## src/hdl/mss_pkg.sv

```systemverilog
// mss_pkg: shared types, command codes and constants of the sequencer track
// no dependencies
`default_nettype none
package mss_pkg;

  localparam int NOTE_SLOTS = 4;
  localparam int MAX_STEPS  = 64;
  localparam int NOTE_RANGE = 128;
  localparam int STEP_W     = $clog2(MAX_STEPS);
  localparam int SLOT_W     = 2;
  localparam int NOTE_W     = 7;
  localparam int SLOTMEM_W  = STEP_W + SLOT_W;

  localparam logic [2:0] CMD_TICK   = 3'd0;
  localparam logic [2:0] CMD_PLAY   = 3'd1;
  localparam logic [2:0] CMD_ADD    = 3'd2;
  localparam logic [2:0] CMD_CLEAR  = 3'd3;
  localparam logic [2:0] CMD_LOCK   = 3'd4;
  localparam logic [2:0] CMD_PARAMS = 3'd5;

  localparam logic [1:0] EV_OFF  = 2'd0;
  localparam logic [1:0] EV_ON   = 2'd1;
  localparam logic [1:0] EV_RETR = 2'd2;

  localparam logic REG_CHANNEL = 1'b0;
  localparam logic REG_STEPS   = 1'b1;

  localparam logic [6:0] VEL_RESET = 7'd99;
  localparam logic [3:0] LEN_RESET = 4'd1;
  localparam logic [6:0] STEPS_RESET = 7'd16;

  typedef struct packed {
    logic [2:0] cmd;
    logic [5:0] step_index;
    logic [6:0] note_number;
    logic [6:0] step_velocity_in;
    logic [3:0] step_length_in;
    logic       play_request;
    logic       on_boundary;
  } req_t;

  typedef struct packed {
    logic [1:0] event_kind;
    logic [6:0] event_note;
    logic [6:0] event_velocity;
    logic [3:0] event_channel;
    logic       last_event;
  } evt_t;

endpackage
`default_nettype wire

```

## src/hdl/mss_ram.sv

```systemverilog
// mss_ram: generic single-port-write, single-port-read ram, registered read
// no dependencies
`default_nettype none
module mss_ram #(
  parameter int WIDTH = 8,
  parameter int DEPTH = 64
) (
  input  wire logic                     clk,
  input  wire logic                     we,
  input  wire logic [$clog2(DEPTH)-1:0] waddr,
  input  wire logic [WIDTH-1:0]         wdata,
  input  wire logic [$clog2(DEPTH)-1:0] raddr,
  output logic      [WIDTH-1:0]         rdata
);
  logic [WIDTH-1:0] mem [DEPTH];

  always_ff @(posedge clk) begin
    if (we) begin
      mem[waddr] <= wdata;
    end
    rdata <= mem[raddr];
  end
endmodule
`default_nettype wire

```

## src/hdl/midi_step_sequencer_track.sv

```systemverilog
// midi_step_sequencer_track: top level of one sequencer track
// depends on mss_pkg and mss_ram
`default_nettype none
// usage
//   a request is offered on start/req while busy is low and taken at that
//   edge; if work follows, busy rises on the next cycle and falls when done
//   results appear on evt with evt_valid high for one cycle each, in order;
//   the receiver cannot stall, so the block never waits on it
//   cfg_we/cfg_index/cfg_data write midi_channel (0) and step_count (1)
// work per request
//   a tick on a boundary sweeps all 128 note timers through the timer ram,
//   each read, then written back, and then, while playing, up to four
//   slots of the current step; add and clear work on the slots of one step;
//   lock, step params, a plain tick and set playing are done on acceptance
//   and leave busy low
// reset
//   right after reset a clearing pass walks the slot ram and the timer ram,
//   and writes velocity 99, length 1 and unlocked into the step rams; busy
//   stays high during it
// storage
//   the note timers, note slots, velocity, length and lock of each step live
//   in synchronous rams with a registered read
module midi_step_sequencer_track
  import mss_pkg::*;
(
  input  wire logic       clk,
  input  wire logic       rst,
  input  wire logic       start,
  input  wire req_t       req,
  output logic            busy,
  output logic            evt_valid,
  output evt_t            evt,
  input  wire logic       cfg_we,
  input  wire logic [0:0] cfg_index,
  input  wire logic [6:0] cfg_data
);

  localparam logic [3:0] S_INIT  = 4'd0;
  localparam logic [3:0] S_IDLE  = 4'd1;
  localparam logic [3:0] S_TRD   = 4'd2;  // timer read issued
  localparam logic [3:0] S_TWR   = 4'd3;  // timer data back, write
  localparam logic [3:0] S_SRD   = 4'd4;  // slot read issued
  localparam logic [3:0] S_SNT   = 4'd5;  // slot back, issue timer read
  localparam logic [3:0] S_SWR   = 4'd6;  // timer back, emit and reload
  localparam logic [3:0] S_ARD   = 4'd7;  // add: slot/lock read issued
  localparam logic [3:0] S_AEV   = 4'd8;  // add: evaluate slot
  localparam logic [3:0] S_CLR   = 4'd9;  // clear slots sweep
  localparam logic [3:0] S_LAST  = 4'd10; // flush pending event

  logic [3:0] state;
  logic [7:0] cnt;          // init sweep and note walk counter
  logic [1:0] slot;
  req_t       cur;
  logic [3:0] channel;
  logic [6:0] step_count;
  logic [5:0] play_pos;
  logic       playing;

  // one event held back so the last one can be marked
  logic       pend_valid;
  evt_t       pend;

  // timer ram
  logic       t_we;
  logic [6:0] t_waddr, t_raddr;
  logic [3:0] t_wdata, t_rdata;
  // slot ram
  logic                 s_we;
  logic [SLOTMEM_W-1:0] s_waddr, s_raddr;
  logic [6:0]           s_wdata, s_rdata;
  // step parameter rams: velocity, length, lock
  logic       v_we, l_we, k_we;
  logic [5:0] p_waddr, p_raddr;
  logic [6:0] v_wdata, v_rdata;
  logic [3:0] l_wdata, l_rdata;
  logic       k_wdata, k_rdata;

  mss_ram #(.WIDTH(4), .DEPTH(NOTE_RANGE)) u_timer (
    .clk, .we(t_we), .waddr(t_waddr), .wdata(t_wdata), .raddr(t_raddr), .rdata(t_rdata));
  mss_ram #(.WIDTH(7), .DEPTH(MAX_STEPS*NOTE_SLOTS)) u_slot (
    .clk, .we(s_we), .waddr(s_waddr), .wdata(s_wdata), .raddr(s_raddr), .rdata(s_rdata));
  mss_ram #(.WIDTH(7), .DEPTH(MAX_STEPS)) u_vel (
    .clk, .we(v_we), .waddr(p_waddr), .wdata(v_wdata), .raddr(p_raddr), .rdata(v_rdata));
  mss_ram #(.WIDTH(4), .DEPTH(MAX_STEPS)) u_len (
    .clk, .we(l_we), .waddr(p_waddr), .wdata(l_wdata), .raddr(p_raddr), .rdata(l_rdata));
  mss_ram #(.WIDTH(1), .DEPTH(MAX_STEPS)) u_lock (
    .clk, .we(k_we), .waddr(p_waddr), .wdata(k_wdata), .raddr(p_raddr), .rdata(k_rdata));

  logic       accept;
  logic [5:0] edit_step;
  logic [6:0] slot_note;
  logic [3:0] t_dec;
  logic [5:0] pos_inc;
  evt_t       new_evt;
  logic       new_valid;

  assign accept    = start && !busy;
  assign busy      = (state != S_IDLE);
  assign edit_step = cur.step_index;
  assign slot_note = s_rdata;
  assign t_dec     = t_rdata - 4'd1;
  // 6-bit playhead wraps on its own at 64
  assign pos_inc   = play_pos + 6'd1;

  // combinational ram control and event creation
  always_comb begin
    t_we = 1'b0; t_waddr = cnt[6:0]; t_wdata = '0; t_raddr = cnt[6:0];
    s_we = 1'b0; s_waddr = {edit_step, slot}; s_wdata = '0; s_raddr = {edit_step, slot};
    v_we = 1'b0; l_we = 1'b0; k_we = 1'b0;
    p_waddr = edit_step; p_raddr = edit_step;
    v_wdata = cur.step_velocity_in;
    l_wdata = (cur.step_length_in == 4'd0) ? 4'd1 : cur.step_length_in;
    k_wdata = 1'b0;
    new_valid = 1'b0;
    new_evt = '{event_kind: EV_OFF, event_note: cnt[6:0], event_velocity: 7'd0,
                event_channel: channel, last_event: 1'b0};
    unique case (state)
      S_INIT: begin
        t_we = 1'b1; t_waddr = cnt[6:0];
        s_we = 1'b1; s_waddr = cnt;
        p_waddr = cnt[5:0];
        v_we = 1'b1; v_wdata = VEL_RESET;
        l_we = 1'b1; l_wdata = LEN_RESET;
        k_we = 1'b1; k_wdata = 1'b0;
      end
      S_IDLE: begin
        t_raddr = 7'd0;
        s_raddr = {req.step_index, 2'd0};
        p_raddr = req.step_index;
        if (accept && req.cmd == CMD_PARAMS) begin
          p_waddr = req.step_index;
          v_we = 1'b1; v_wdata = req.step_velocity_in;
          l_we = 1'b1;
          l_wdata = (req.step_length_in == 4'd0) ? 4'd1 : req.step_length_in;
        end
        if (accept && req.cmd == CMD_LOCK) begin
          p_waddr = req.step_index; k_we = 1'b1; k_wdata = 1'b1;
        end
      end
      S_TRD: t_raddr = cnt[6:0];
      S_TWR: begin
        t_raddr = cnt[6:0] + 7'd1;
        s_raddr = {play_pos, 2'd0};
        p_raddr = play_pos;
        if (t_rdata != 4'd0) begin
          t_we = 1'b1; t_waddr = cnt[6:0]; t_wdata = t_dec;
          new_valid = (t_dec == 4'd0);
        end
      end
      S_SRD: begin
        s_raddr = {play_pos, slot};
        p_raddr = play_pos;
      end
      S_SNT: begin
        t_raddr = slot_note;
        p_raddr = play_pos;
        s_raddr = {play_pos, slot};
      end
      S_SWR: begin
        p_raddr = play_pos;
        s_raddr = {play_pos, slot};
        t_raddr = cur.note_number;
        t_we = 1'b1; t_waddr = cur.note_number; t_wdata = l_rdata;
        new_valid = 1'b1;
        new_evt.event_kind = (t_rdata != 4'd0) ? EV_RETR : EV_ON;
        new_evt.event_note = cur.note_number;
        new_evt.event_velocity = v_rdata;
      end
      S_ARD: s_raddr = {edit_step, slot};
      S_AEV: begin
        s_raddr = {edit_step, slot + 2'd1};
        if (k_rdata) begin
          // locked: first slot takes the note, the rest are swept clear
          s_we = 1'b1; s_waddr = {edit_step, 2'd0}; s_wdata = cur.note_number;
          k_we = 1'b1; k_wdata = 1'b0;
        end else if (slot_note != cur.note_number && slot_note == 7'd0) begin
          s_we = 1'b1; s_waddr = {edit_step, slot}; s_wdata = cur.note_number;
        end
      end
      S_CLR: begin
        s_we = 1'b1; s_waddr = {edit_step, slot}; s_wdata = 7'd0;
        k_we = (slot == 2'd3) && (cur.cmd == CMD_CLEAR);
        k_wdata = 1'b0;
      end
      S_LAST: ;
      default: ;
    endcase
  end

  // output: the held event goes out once the next one or the end is known
  always_ff @(posedge clk) begin
    if (rst) begin
      evt_valid <= 1'b0;
    end else begin
      evt_valid <= pend_valid && (new_valid || state == S_LAST);
    end
    evt <= '{event_kind: pend.event_kind, event_note: pend.event_note,
             event_velocity: pend.event_velocity, event_channel: pend.event_channel,
             last_event: (state == S_LAST)};
  end

  always_ff @(posedge clk) begin
    if (rst) begin
      state      <= S_INIT;
      cnt        <= '0;
      slot       <= '0;
      channel    <= '0;
      step_count <= STEPS_RESET;
      play_pos   <= '0;
      playing    <= 1'b0;
      pend_valid <= 1'b0;
    end else begin
      if (cfg_we) begin
        if (cfg_index == REG_CHANNEL) channel <= cfg_data[3:0];
        else step_count <= cfg_data;
      end
      if (new_valid) begin
        pend_valid <= 1'b1;
        pend       <= new_evt;
      end
      unique case (state)
        S_INIT: begin
          cnt <= cnt + 8'd1;
          if (cnt == 8'hFF) state <= S_IDLE;
        end
        S_IDLE: begin
          pend_valid <= 1'b0;
          slot <= '0;
          cnt  <= '0;
          if (accept) begin
            cur <= req;
            unique case (req.cmd)
              CMD_TICK: if (req.on_boundary) state <= S_TRD;
              CMD_PLAY: begin
                if (!req.play_request || (!playing && req.on_boundary)) begin
                  if (req.play_request != playing) play_pos <= '0;
                  playing <= req.play_request;
                end
              end
              CMD_ADD:   state <= S_ARD;
              CMD_CLEAR: state <= S_CLR;
              default: ;
            endcase
          end
        end
        S_TRD: state <= S_TWR;
        S_TWR: begin
          cnt <= cnt + 8'd1;
          if (cnt[6:0] == 7'd127) begin
            state <= playing ? S_SRD : S_LAST;
            slot  <= '0;
          end else begin
            state <= S_TRD;
          end
        end
        S_SRD: state <= S_SNT;
        S_SNT: begin
          cur.note_number <= slot_note;
          if (slot_note != 7'd0) state <= S_SWR;
          else if (slot == 2'd3) state <= S_LAST;
          else begin
            slot  <= slot + 2'd1;
            state <= S_SRD;
          end
        end
        S_SWR: begin
          if (slot == 2'd3) state <= S_LAST;
          else begin
            slot  <= slot + 2'd1;
            state <= S_SRD;
          end
        end
        S_ARD: state <= S_AEV;
        S_AEV: begin
          if (k_rdata) begin
            slot  <= 2'd1;
            state <= S_CLR;
          end else if (slot_note == cur.note_number || slot_note == 7'd0
                       || slot == 2'd3) begin
            state <= S_IDLE;
          end else begin
            slot  <= slot + 2'd1;
            state <= S_ARD;
          end
        end
        S_CLR: begin
          slot <= slot + 2'd1;
          if (slot == 2'd3) state <= S_IDLE;
        end
        S_LAST: begin
          pend_valid <= 1'b0;
          state      <= S_IDLE;
          if (playing) begin
            // zero step count pins the playhead, above 64 never matches
            if ({1'b0, pos_inc} >= step_count)
              play_pos <= '0;
            else
              play_pos <= pos_inc;
          end
        end
        default: state <= S_IDLE;
      endcase
    end
  end

  // a result never appears unless the block was busy just before
  assert property (@(posedge clk) disable iff (rst)
    evt_valid |-> $past(busy)) else $error("event without work");
  // a last-marked event always appears while the block is idle
  assert property (@(posedge clk) disable iff (rst)
    (evt_valid && evt.last_event) |-> !busy) else $error("last event while busy");
  // requests are never taken during the clearing pass
  assert property (@(posedge clk) disable iff (rst)
    (state == S_INIT) |-> busy) else $error("init not busy");

endmodule
`default_nettype wire
```

## config.mk

```make
export PLATFORM = sky130hd
export DESIGN_NAME = midi_step_sequencer_track
export DESIGN_NICKNAME = d
export VERILOG_FILES = /design/src/hdl/mss_pkg.sv /design/src/hdl/mss_ram.sv /design/src/hdl/midi_step_sequencer_track.sv
export SDC_FILE = /design/constraint.sdc
export NUM_CORES = 2
export LEC_CHECK = 0
export ABC_AREA = 1
export BUFFER_PORTS_ARGS = -buffer_cell sky130_fd_sc_hd__buf_2
export CAP_MARGIN = 20
export CORE_UTILIZATION = 37
export CTS_CLUSTER_SIZE = 10
export DETAILED_ROUTE_END_ITERATION = 8
export SYNTH_ARGS = -nofsm -noshare
export SYNTH_HDL_FRONTEND = slang
export SYNTH_SLANG_ARGS = --single-unit
```

## constraint.sdc

```tcl
create_clock -name clk -period 10.9 [get_ports clk]
set_clock_uncertainty 0.2 [all_clocks]
set_input_delay 1.09 -clock clk [delete_from_list [all_inputs] [get_ports clk]]
set_output_delay 1.09 -clock clk [all_outputs]
set_load 0.02 [all_outputs]
```

# After elaboration in Yosys (flattened, before gate mapping)

Memory sizes are Yosys's and may differ from the RTL's. A register that Yosys moved wholly into a read port is not among the register bits.
Cells that the tools add are included.

Add/subtract/negate cells: 5
Order comparisons: 1
Equality and inequality tests: 35
Mux-type cells: 71
Bitwise logic cells: 2
Reductions and logical operators: 41

Operators by type and width:

| cell                                                                   | count |
|---|---|
| 4-bit 2-to-1 mux                                                       | 13 |
| 6-bit 2-to-1 mux                                                       | 8 |
| 4-bit one-hot mux with 10 select lines                                 | 1 |
| 6-bit one-hot mux with 2 select lines                                  | 3 |
| 7-bit 2-to-1 mux                                                       | 5 |
| 8-bit one-hot mux with 2 select lines                                  | 2 |
| 8-bit one-hot mux with 4 select lines                                  | 1 |
| 7-bit one-hot mux with 2 select lines                                  | 2 |
| 7-bit one-hot mux with 4 select lines                                  | 1 |
| 20-bit 2-to-1 mux                                                      | 1 |
| 4-bit by 3-bit equality test with 1-bit output (second input constant) | 4 |
| 4-bit zero test                                                        | 4 |
| 1-bit 2-to-1 mux                                                       | 16 |
| 2-bit inequality test (second input constant)                          | 8 |
| 4-bit one-hot mux with 2 select lines                                  | 2 |
| 14-bit 2-to-1 mux                                                      | 1 |
| 2-bit 2-to-1 mux                                                       | 7 |
| 4-bit equality test (second input constant)                            | 3 |
| 2-bit one-hot mux with 6 select lines                                  | 1 |
| 4-bit one-hot mux with 3 select lines                                  | 1 |
| 3-bit by 2-bit equality test with 1-bit output (second input constant) | 3 |
| 8-bit by 1-bit adder with 8-bit output (second input constant)         | 1 |
| 4-bit by 2-bit equality test with 1-bit output (second input constant) | 2 |
| 8-bit equality test (second input constant)                            | 1 |
| other kinds (38)                                                       | 64 |

Register bits: 104
Bits in writable memories: 3072
Bits of input ports: 41
Output and inout port bits: 23
Word-level logic and storage cells: 185
Memories kept: 5

Memory list:

| memory      | words | width | read ports | clocked after memory_dff | write ports | RTL line      | RTL |
|---|---|---|---|---|---|---|---|
| u_slot.mem  | 256   | 7     | 1          | 1                        | 1           | mss_ram.sv:15 | `logic [WIDTH-1:0] mem [DEPTH];` |
| u_timer.mem | 128   | 4     | 1          | 1                        | 1           | mss_ram.sv:15 |  |
| u_vel.mem   | 64    | 7     | 1          | 1                        | 1           | mss_ram.sv:15 |  |
| u_len.mem   | 64    | 4     | 1          | 1                        | 1           | mss_ram.sv:15 |  |
| u_lock.mem  | 64    | 1     | 1          | 1                        | 1           | mss_ram.sv:15 |  |

# Depth between registers and ports, before layout

Word-level depth: 8
Depth in mapped cells: 19
Gate-level depth less buffers: 18

# Hierarchy

A second synthesis with hierarchy kept.

Cell total of the unflattened synthesis: 11630
Area total of the unflattened synthesis: 132483.3 um^2

By module, submodules not included:

| module                    | times used | cells each | area each (um^2) | sequential area each (um^2) |
|---|---|---|---|---|
| mss_ram (u_slot)          | 1          | 6218       | 73269.0          | 53951.7 |
| mss_ram (u_timer)         | 1          | 1886       | 21495.6          | 15454.8 |
| mss_ram (u_vel)           | 1          | 1590       | 18545.3          | 13593.0 |
| mss_ram (u_len)           | 1          | 961        | 10905.5          | 7767.4 |
| midi_step_sequencer_track | 1          | 661        | 5222.5           | 2512.4 |
| mss_ram (u_lock)          | 1          | 314        | 3045.4           | 1941.9 |

# Worst setup path before layout

No wires, ideal clock.

Path type: register to register
Start point: reg u_slot.rdata[0], read port of u_slot.mem
End point: mem u_slot.mem[0][0], data pin
Setup time: 1.393 ns
Data arrival time: 7.076 ns
Required time: 9.307 ns
Setup slack: 2.231 ns
Stages on the path, launching flop included: 6
Buffers on the path: 0
Clock period less this slack: 8.669 ns
Path through: dfxtp_1 -> nor2_1 -> nand3_1 -> nor4_1 -> a31oi_2 -> nor2_1

Longest elaborated chain between the ends: 5
Elaborated cells on any way between the ends: 6
Classes of those cells: eq/ne (1); mux (3); reduce/logical (2)

Ends and longest elaborated chain:

| item                                                            | RTL line                         | RTL |
|---|---|---|
| start: declaration                                              | mss_ram.sv:13                    | `output logic [WIDTH-1:0] rdata` |
| 7-bit inequality test / 7-bit zero test (equally long branches) | midi_step_sequencer_track.sv:176 | `end else if (slot_note != cur.note_number && slot_note == 7'd0) begin` |
| 1-bit logical AND (*)                                           | midi_step_sequencer_track.sv:176 |  |
| 7-bit 2-to-1 mux (*)                                            | midi_step_sequencer_track.sv:176 |  |
| 7-bit 2-to-1 mux (*)                                            | midi_step_sequencer_track.sv:172 | `if (k_rdata) begin` |
| 7-bit 2-to-1 mux (*)                                            | midi_step_sequencer_track.sv:117 | `unique case (state)` |
| net s_wdata[0]                                                  | midi_step_sequencer_track.sv:70  | `logic [6:0] s_wdata, s_rdata;` |
| end: declaration                                                | mss_ram.sv:15                    |  |

The timed path passes the listed nets; every way through them passes the cells marked *.

# Worst setup path after layout

Start point: reg state[3]
End point: reg u_slot.rdata[4], read port of u_slot.mem

Longest elaborated chain between the ends: 3
Elaborated cells on any way between the ends: 8
Classes of those cells: eq/ne (6); mux (1); reduce/logical (1)

Ends and longest elaborated chain:

| item                                           | RTL line                         | RTL |
|---|---|---|
| start: declaration                             | midi_step_sequencer_track.sv:50  | `logic [3:0] state;` |
| start signal: assignment                       | midi_step_sequencer_track.sv:250 | `state <= playing ? S_SRD : S_LAST;` |
| 4-bit by 3-bit equality test with 1-bit output | midi_step_sequencer_track.sv:117 |  |
| 3-bit OR reduction (no source line)            | -                                |  |
| 8-bit one-hot mux with 4 select lines (*)      | midi_step_sequencer_track.sv:117 |  |

Every way passes the cells marked *; elsewhere a longest branch is shown, timed or not.
A chain may end at the register's enable or synchronous reset.

==> results.txt <==
Most used routing layer - met2
Cell with the most instances after synthesis - edfxtp_1
Vias - 88190
Switching power - 5.000 mW
Power Density - 166.2 nW/µm²
CP Class - reg2reg
Tmin final - 5826 ps
Hold Path Class - reg2reg
Number of global-route vias before repair - 83750
Switching Fraction - 20.24%
Clk pin slew, worst setup/hold paths - 60 ps
Pint - 19.70 mW
Worst-Skew Late Latency - 920 ps
Max VDD drop - 0.1313 mV
Setup bufs post-CTS - 0
Startpoint types - flop
RSZ-0062 raised after global routing - false
CTS Root Cell - clkbuf_16
GRT met3 Usage - 2.702%
Post-CTS Hold Buffers - 0
Starting Density - 37.17%
Synth cell types - 55
Site Rows - 220
Rel. slew slack - 19.91%
Pre-antenna DRT Iters - 6
P&R area growth vs syn - 11.38%
Worst-case clock buffer depth - 4
# setup viols final - 0
Synth Instances - 11270
Max Fclk - 0.1717 GHz
Final GP Congestion - 0.8449
Max Slew Vio Count - 0
Total gr overflow - 0
Seq pwr share - 54.0%
Crit. End Element - flop
# resized after CTS - 0
Req. time, crit path - 11520 ps
DR WL/cell - 23.15 µm
Synth Cell Area - 133400 µm²
Storage element area - 95220 µm²
Total GRT Usage - 19.78%
Post-route clock period utilization - 53.45%
Initial antenna violation count - 7
Filler cells - 33420
Clk network pwr share - 44.1%
CTS tree - built
Post-route ant nets - 0
Pin slew with the least headroom to its limit - 1201 ps
EDFF count, synth - 3119
Post-synth top area cell - edfxtp_1
Detail-routed via count per cell - 5.509
Met2 Track Usage GR - 32.17%
Worst EP arrival - 6450 ps
Final WL - 370500 µm
Async SR Flop Fraction - 0%
Synth top area share - 70.19%
Syn avg cell area - 11.84 µm²
Post-synth top cells - edfxtp_1 (3119), nand3_1 (3098), nand2_1 (1792), nor2_1 (683), clkbuf_1 (448)
Layout cells sized above 1 - 7.533%
Sequential area share after synthesis - 71.36%
Die Ht - 602.5 µm
Num CTS Buffers - 366
I/O Pins - 64
Final Hold Fails - 0
Setup TNS - 0 ps
Final #Nets - 11110
Leading cell types by total area after synthesis - edfxtp_1 (70%), nand3_1 (12%), nand2_1 (5.0%), nor2_1 (1.9%), o21ai_0 (1.6%)
Dpl hpwl - 196500 µm
Top_reg_cell synth - edfxtp_1
Logic pwr share - 1.8%
Max-cap violations - 0
Largest net degree at the start of global routing - 212
First-pass GRT wire length - 551500 µm
Num Clock Sinks - 3197
CP max FO - 166
Met1 Usage GRT - 27.56%
Status - finished clean
Total power - 24.70 mW
YS warnings - 0
Multi-input combinational cell area - 33720 µm²
Syn_nets - 11320
Residual DRC - 0
H-tree levels - 5
Core footprint - 358900 µm²
# port buffers - 63
Die Width - 602.5 µm
Pleak - 49.70 nW
#FFs+latches synth - 3197
Starting DRT DRC Count - 9787
Die area - 363000 µm²
[metal layers]
metal | share of wire, % | routed length, µm
met5 | 0 | 0
met4 | 2.7 | 10040
met1 | 43 | 157700
met3 | 7.0 | 25770
met2 | 48 | 177000
[sequential cells by signal, indices dropped and copies added (netlist names)]
| signal | cells |
|---|---|
| cnt | 8 |
| u_slot.rdata | 7 |
| evt_valid | 1 |
| pend | 20 |
| u_timer.mem | 512 |
| state | 4 |
| edit_step | 6 |
| u_len.mem | 256 |
| u_vel.rdata | 7 |
| u_timer.rdata | 4 |
| u_lock.mem | 64 |
| cur | 21 |
| playing | 1 |
| step_count | 7 |
| channel | 4 |
| play_pos | 6 |
| u_vel.mem | 448 |
| u_len.rdata | 4 |
| u_slot.mem | 1792 |
| evt | 21 |
| pend_valid | 1 |
| u_lock.rdata | 1 |
| slot | 2 |
[metrics by stage]
step	util (%)	cell area, µm²	std cells	setup WS (ps)	hold WS, ps
after global placement	38.56	138400	15460	5066	127.9
after detailed placement	38.56	138400	15460	5040	130.4
after CTS	41.39	148600	16000	5144	97.44
after global routing	41.40	148600	16010	4767	138.8
after floorplan	-	133400	11270	2231	123.3
final	41.40	148600	16010	5074	124.1
[area by class of cell]
type                    instances  share of cell area (%)
flip-flops and latches       3197                   64.07
clock inverters                22                  0.1221
multi-input cells            6842                   22.69
diodes                          4                0.006735
inverters                     399                   1.033
repair buffers                256                   1.355
clock buffers                 515                   6.703
well taps                    4773                   4.019
[cell usage in the layout, fill, tap and decap left out, drive strengths merged, types with 4 or more instances in the layout]
master	synthesis	final
xor2	13	13
o21a	34	34
clkinv	2	15
nand3b	171	171
dfxtp	78	78
nand2	1798	1798
o21ai	430	430
clkbuf	448	515
buf	384	256
ha	11	11
o211ai	173	173
edfxtp	3119	3119
o21bai	189	189
nor2	699	699
a21oi	50	50
nand3	3101	3101
diode	0	4
nor4	6	6
nand4	17	17
o22ai	4	4
nor3	111	111
inv	397	406
a22oi	4	4
or2	5	5
[critical path, stage by stage, from the launching register on]
cell     delay (ps)
dfxtp_1         430
inv_1           100
nor2_1          180
nand2_1         200
nand2_1         220
nand2_4         300
nand2_4         770
buf_12          630
buf_4           890
nand2_1         140
nand3_1         140
nand3_1         130
nand3_1         170
nand3_1         120
nand3_1         190
nand3_1         290
nand2_1         190
nand2_1          60
nand2_1          80
[power groups by stage]
stage / sequential [mW] / combinational [mW] / clock [mW]
after global routing: 13.3 / 0.492 / 11.5
final: 13.3 / 0.454 / 10.9
after detailed placement: 13.6 / 0.451 / 0
after floorplan: 13.6 / 0.280 / 0
after global placement: 13.6 / 0.450 / 0
after CTS: 13.3 / 0.452 / 11.0
[logic make-up (layout without fill, tap and decap cells)]
kind of cell	Yosys count	count (layout)	synth area share (%)
buffers and inverters	1231	1192	3.718
AOI/OAI and AO/OA	906	906	4.227
adders and majority gates	11	11	0.1031
other	0	4	0
DFF	3197	3197	71.36
xor gates and xnor gates	15	15	0.09846
and+or+nand+nor	5910	5910	20.49
[worst paths after layout]
check                             start                      end  slack (ps)  cells past startpoint
hold reg to reg   pend[7]$_SDFFCE_PP0P_           evt[7]$_DFF_P_         120                      0
hold / removal    pend[7]$_SDFFCE_PP0P_           evt[7]$_DFF_P_         120                      0
setup / recovery  state[3]$_SDFFE_PP0P_  u_slot.rdata[4]$_DFF_P_        5070                     18
setup reg to reg  state[3]$_SDFFE_PP0P_  u_slot.rdata[4]$_DFF_P_        5070                     18
(Power assumes the default switching activity.)
